==> src/design/sbac_pkg.sv <==
`default_nettype none

package sbac_pkg;

  typedef logic [15:0] word_t;

  // Result of one ALU evaluation.
  typedef struct packed {
    word_t value;
    logic  bad;
  } alu_out_t;

  // Compute instruction layout.
  localparam logic [2:0] OPC_COMPUTE = 3'b111;

  // Comp field codes (bits 11..6).
  localparam logic [5:0] COMP_CONST_0 = 6'h2A;
  localparam logic [5:0] COMP_ONE     = 6'h3F;
  localparam logic [5:0] COMP_NEG_ONE = 6'h3A;
  localparam logic [5:0] COMP_D       = 6'h0C;
  localparam logic [5:0] COMP_NOT_D   = 6'h0D;
  localparam logic [5:0] COMP_NEG_D   = 6'h0F;
  localparam logic [5:0] COMP_D_INC   = 6'h1F;
  localparam logic [5:0] COMP_D_DEC   = 6'h0E;
  localparam logic [5:0] COMP_Y       = 6'h30;
  localparam logic [5:0] COMP_NOT_Y   = 6'h31;
  localparam logic [5:0] COMP_NEG_Y   = 6'h33;
  localparam logic [5:0] COMP_Y_INC   = 6'h37;
  localparam logic [5:0] COMP_Y_DEC   = 6'h32;
  localparam logic [5:0] COMP_D_ADD_Y = 6'h02;
  localparam logic [5:0] COMP_D_SUB_Y = 6'h13;
  localparam logic [5:0] COMP_Y_SUB_D = 6'h07;
  localparam logic [5:0] COMP_D_AND_Y = 6'h00;
  localparam logic [5:0] COMP_D_OR_Y  = 6'h15;

endpackage

`default_nettype wire

==> src/design/sbac_alu.sv <==
`default_nettype none

module sbac_alu
  import sbac_pkg::*;
(
  input  wire logic [5:0] comp,
  input  wire logic       a_bit,
  input  wire word_t      x,
  input  wire word_t      y,
  output alu_out_t        res
);

  logic d_only;

  always_comb begin
    res.value = '0;
    res.bad   = 1'b0;
    d_only    = 1'b0;
    case (comp)
      COMP_CONST_0: begin
        d_only = 1'b1;
      end
      COMP_ONE: begin
        res.value = 16'd1;
        d_only = 1'b1;
      end
      COMP_NEG_ONE: begin
        res.value = 16'hFFFF;
        d_only = 1'b1;
      end
      COMP_D: begin
        res.value = x;
        d_only = 1'b1;
      end
      COMP_NOT_D: begin
        res.value = ~x;
        d_only = 1'b1;
      end
      COMP_NEG_D: begin
        res.value = 16'd0 - x;
        d_only = 1'b1;
      end
      COMP_D_INC: begin
        res.value = x + 16'd1;
        d_only = 1'b1;
      end
      COMP_D_DEC: begin
        res.value = x - 16'd1;
        d_only = 1'b1;
      end
      COMP_Y:       res.value = y;
      COMP_NOT_Y:   res.value = ~y;
      COMP_NEG_Y:   res.value = 16'd0 - y;
      COMP_Y_INC:   res.value = y + 16'd1;
      COMP_Y_DEC:   res.value = y - 16'd1;
      COMP_D_ADD_Y: res.value = x + y;
      COMP_D_SUB_Y: res.value = x - y;
      COMP_Y_SUB_D: res.value = y - x;
      COMP_D_AND_Y: res.value = x & y;
      COMP_D_OR_Y:  res.value = x | y;
      default: begin
        res.bad = 1'b1;
      end
    endcase
    // Constant and D-only functions exist only with the A operand selected.
    if (d_only && a_bit) begin
      res.value = '0;
      res.bad   = 1'b1;
    end
  end

endmodule

`default_nettype wire

==> config.mk <==
export PLATFORM = sky130hd
export DESIGN_NAME = sbac_alu
export DESIGN_NICKNAME = d
export VERILOG_FILES = /design/src/design/sbac_pkg.sv /design/src/design/sbac_alu.sv
export SDC_FILE = /design/constraint.sdc
export NUM_CORES = 1
export LEC_CHECK = 0
export ABC_AREA = 1
export ABC_CLOCK_PERIOD_IN_PS = 5900
export CORE_MARGIN = 3
export CORE_UTILIZATION = 45
export DETAILED_ROUTE_END_ITERATION = 10
export DONT_BUFFER_PORTS = 1
export MAX_ROUTING_LAYER = met4
export PLACE_DENSITY = 0.68
export SYNTH_ARGS = -nofsm -noshare
export SYNTH_HDL_FRONTEND = slang
export SYNTH_SLANG_ARGS = --single-unit
export TNS_END_PERCENT = 30
==> constraint.sdc <==
create_clock -name vclk -period 5.9
set_input_delay 0.885 -clock vclk [all_inputs]
set_output_delay 0.885 -clock vclk [all_outputs]
set_load 0.02 [all_outputs]
==> out/qor.yml <==
final_layout:
  nNetsFinal: 832
  design.seq.count: 0
  n_antenna_cell: 0
  drive_gt1_share_pct: 4.89
  seq_area_sq_um: 0
  syn2layout_area_growth_pct: 1.74
  clock_buffers: 0
sta:
  min_period_ns: 5.51
  fin_ws_ns: 0.392
  max_freq_ghz: 0.182
  setup_tns_ns: 0
  setup_viol: 0
  drv_slew: 0
  maxSlewHeadroom_pct: 30.6
  hold_viol: 0
  worst_pin_slew_ns: 1.04
  rsz0062_at_grt: "no"
  timing.final.crit_share_pct: 93.4
drt:
  vias: 5389
  drc: 0
  drt-total-wl_mm: 16.8
  drtIter0Drc: 608
  dr.pass1.iters: 5
  wl_per_cell_um: 19.5
  antenna_left: 0
  viasPerCell: 6.26
power:
  combPwrFrac_pct: 100.0
  intPower_mw: 0.0615
  switching_share_pct: 70.6
  p_per_area_nw_per_um2: 52.1
  netSwitchingPower_mw: 0.148
  vdd_drop_max_uv: 18.5
  p_leak_nw: 2.17
  p_seq_share_pct: 0
  p_clk_share_pct: 0
floorplan:
  dieArea_sq_um: 9930
  die_w_um: 99.6
  num_rows: 33
  initial_core_util_pct: 47.1
  ios: 56
  die-height_um: 99.6
  core_area_sq_um: 8380
critical_path:
  arrival_ns: 4.62
  critPathMaxFanout: 10
  worstSetupEndpointType: "primary output"
  cp-start-kind: "input port"
  timing_worst_setup_path_type: "input port to primary output"
  required_ns: 5.02
  cp_slowest_stage_delay_ns: 0.57
  crit_chain: "inv_1 > nand2_1 > nor2_1 > nand2_1 > nand3_2 > clkinv_1 > a221oi_1 > inv_1 > fa_1 > nand3b_1 > nand3_1 > nand4_1 > nand3_1 > o21ai_0 > a21oi_1 > nor2_1 > a21oi_1"
  critPathSlowestCell: "a221oi_1"
global_route:
  overflow: 0
  grt_antenna_before_repair: 0
  grt_max_degree: 28
  track_usage_pct: 34.1
  grt_pass1_vias: 4871
  grt_pass1_wl_mm: 26.4
synth:
  synth_adder_area_share_pct: 11.5
  synth_top_area_share_pct: 19.6
  syn_avg_cell_area_sq_um: 5.12
  synth_top_area_cell: "nand2_1"
  synth_top_family_by_area: "simple AND/OR/NAND/NOR gates"
  synth_area_leaders: "nand2_1 20%, ha_1 10%, inv_1 10%, o21ai_0 8.6%, nand3_1 8.1%"
  synth_xor_area_share_pct: 1.33
  netlist_area_sq_um: 3950
  synthDistinctLibCells: 47
  synth.cells.most_frequent: "206 x nand2_1, 105 x inv_1, 84 x nor2_1, 68 x o21ai_0, 64 x nand3_1"
  synth_compound_area_share_pct: 27.1
  syn_inst: 770
  ys_warn_count: 0
  seq_area_frac_synth_pct: 0
  synth_simple_gate_area_share_pct: 47.5
  yosysMostFrequentCell: "nand2_1"
  synthMuxAreaShare_pct: 0
  synth_fp_nets: 844
status:
  status: "complete, no violations"
placement:
  dp_hpwl_mm: 13.6
  port_buffers: 0
  place_congestion: 1.01
  dp_slack_ns: 0.476
clocking:
  cts_setup_buffers: 0
  hold_buffers: 0
  cts_resized: 0
min_path:
  min_path_type: "input port to primary output"
job:
  cap_violations: 0
logic make-up after synthesis:
| kind of cell | count (synthesis) |
|---|---|
| xor gates and xnor gates | 6 |
| AOI/OAI and AO/OA | 182 |
| and+or+nand+nor | 421 |
| adders and majority gates | 35 |
| buffers and inverters | 126 |
power groups by stage:
| stage | Sequential [mW] | Clock [mW] | Combinational, mW |
|---|---|---|---|
| after CTS | 0 | 0 | 0.204 |
| after global placement | 0 | 0 | 0.201 |
| final | 0 | 0 | 0.209 |
| after detailed placement | 0 | 0 | 0.203 |
| after global routing | 0 | 0 | 0.231 |
| after floorplan | 0 | 0 | 0.158 |
final cells by class:
cell class / instances / area, sq um
well taps: 105 / 131
multi-input cells: 644 / 3450
fillers: 957 / 4370
repair buffers: 2 / 15.0
inverters: 110 / 420
per-stage QoR:
step                      hold WS [ns]  utilization, %  cells  power [mW]  instance area [sq um]
final                             2.07            47.9    861       0.209                   4010
after global routing              2.10            47.9    861       0.231                   4010
after CTS                         2.08            47.9    861       0.204                   4010
after detailed placement          2.08            47.9    861       0.203                   4010
after global placement            2.07            47.9    861       0.201                   4010
after floorplan                   2.03               -    770       0.158                   3950
routing by layer:
metal | routed length, um | global-route usage (%)
met3 | 1790 | 4.28
met4 | 831 | 12.3
met1 | 6960 | 46.0
met2 | 7210 | 52.1
met5 | 0 | -
worst paths after layout:
kind / depth (start not counted) / to / start / slack, ns
max: 17 / res[13] / comp[3] / 0.39
min: 3 / res[0] / comp[5] / 2.07
placed cells by master (no fill, tap or decap), types with 5 or more instances in the layout:
| cell | synthesis | final |
|---|---|---|
| nand2_1 | 206 | 206 |
| inv_1 | 105 | 105 |
| nor2_1 | 84 | 84 |
| o21ai_0 | 68 | 68 |
| nand3_1 | 64 | 64 |
| a21oi_1 | 59 | 59 |
| ha_1 | 33 | 33 |
| nor3_1 | 15 | 15 |
| nand4_1 | 12 | 12 |
| a21o_1 | 9 | 9 |
| o2111ai_1 | 7 | 7 |
| or2_2 | 7 | 7 |
| a221oi_1 | 6 | 6 |
| nand2_2 | 6 | 6 |
| nor2_4 | 6 | 6 |
| nand3b_1 | 5 | 5 |
| a211oi_1 | 5 | 5 |
critical path: cells and delay by family:
family	cells	cell delay (ns)
compound gates	4	1.22
fa+ha+maj	1	0.47
buf+inv	3	0.58
simple gates	9	1.44
No activity file was read; power rests on OpenSTA's default activity.
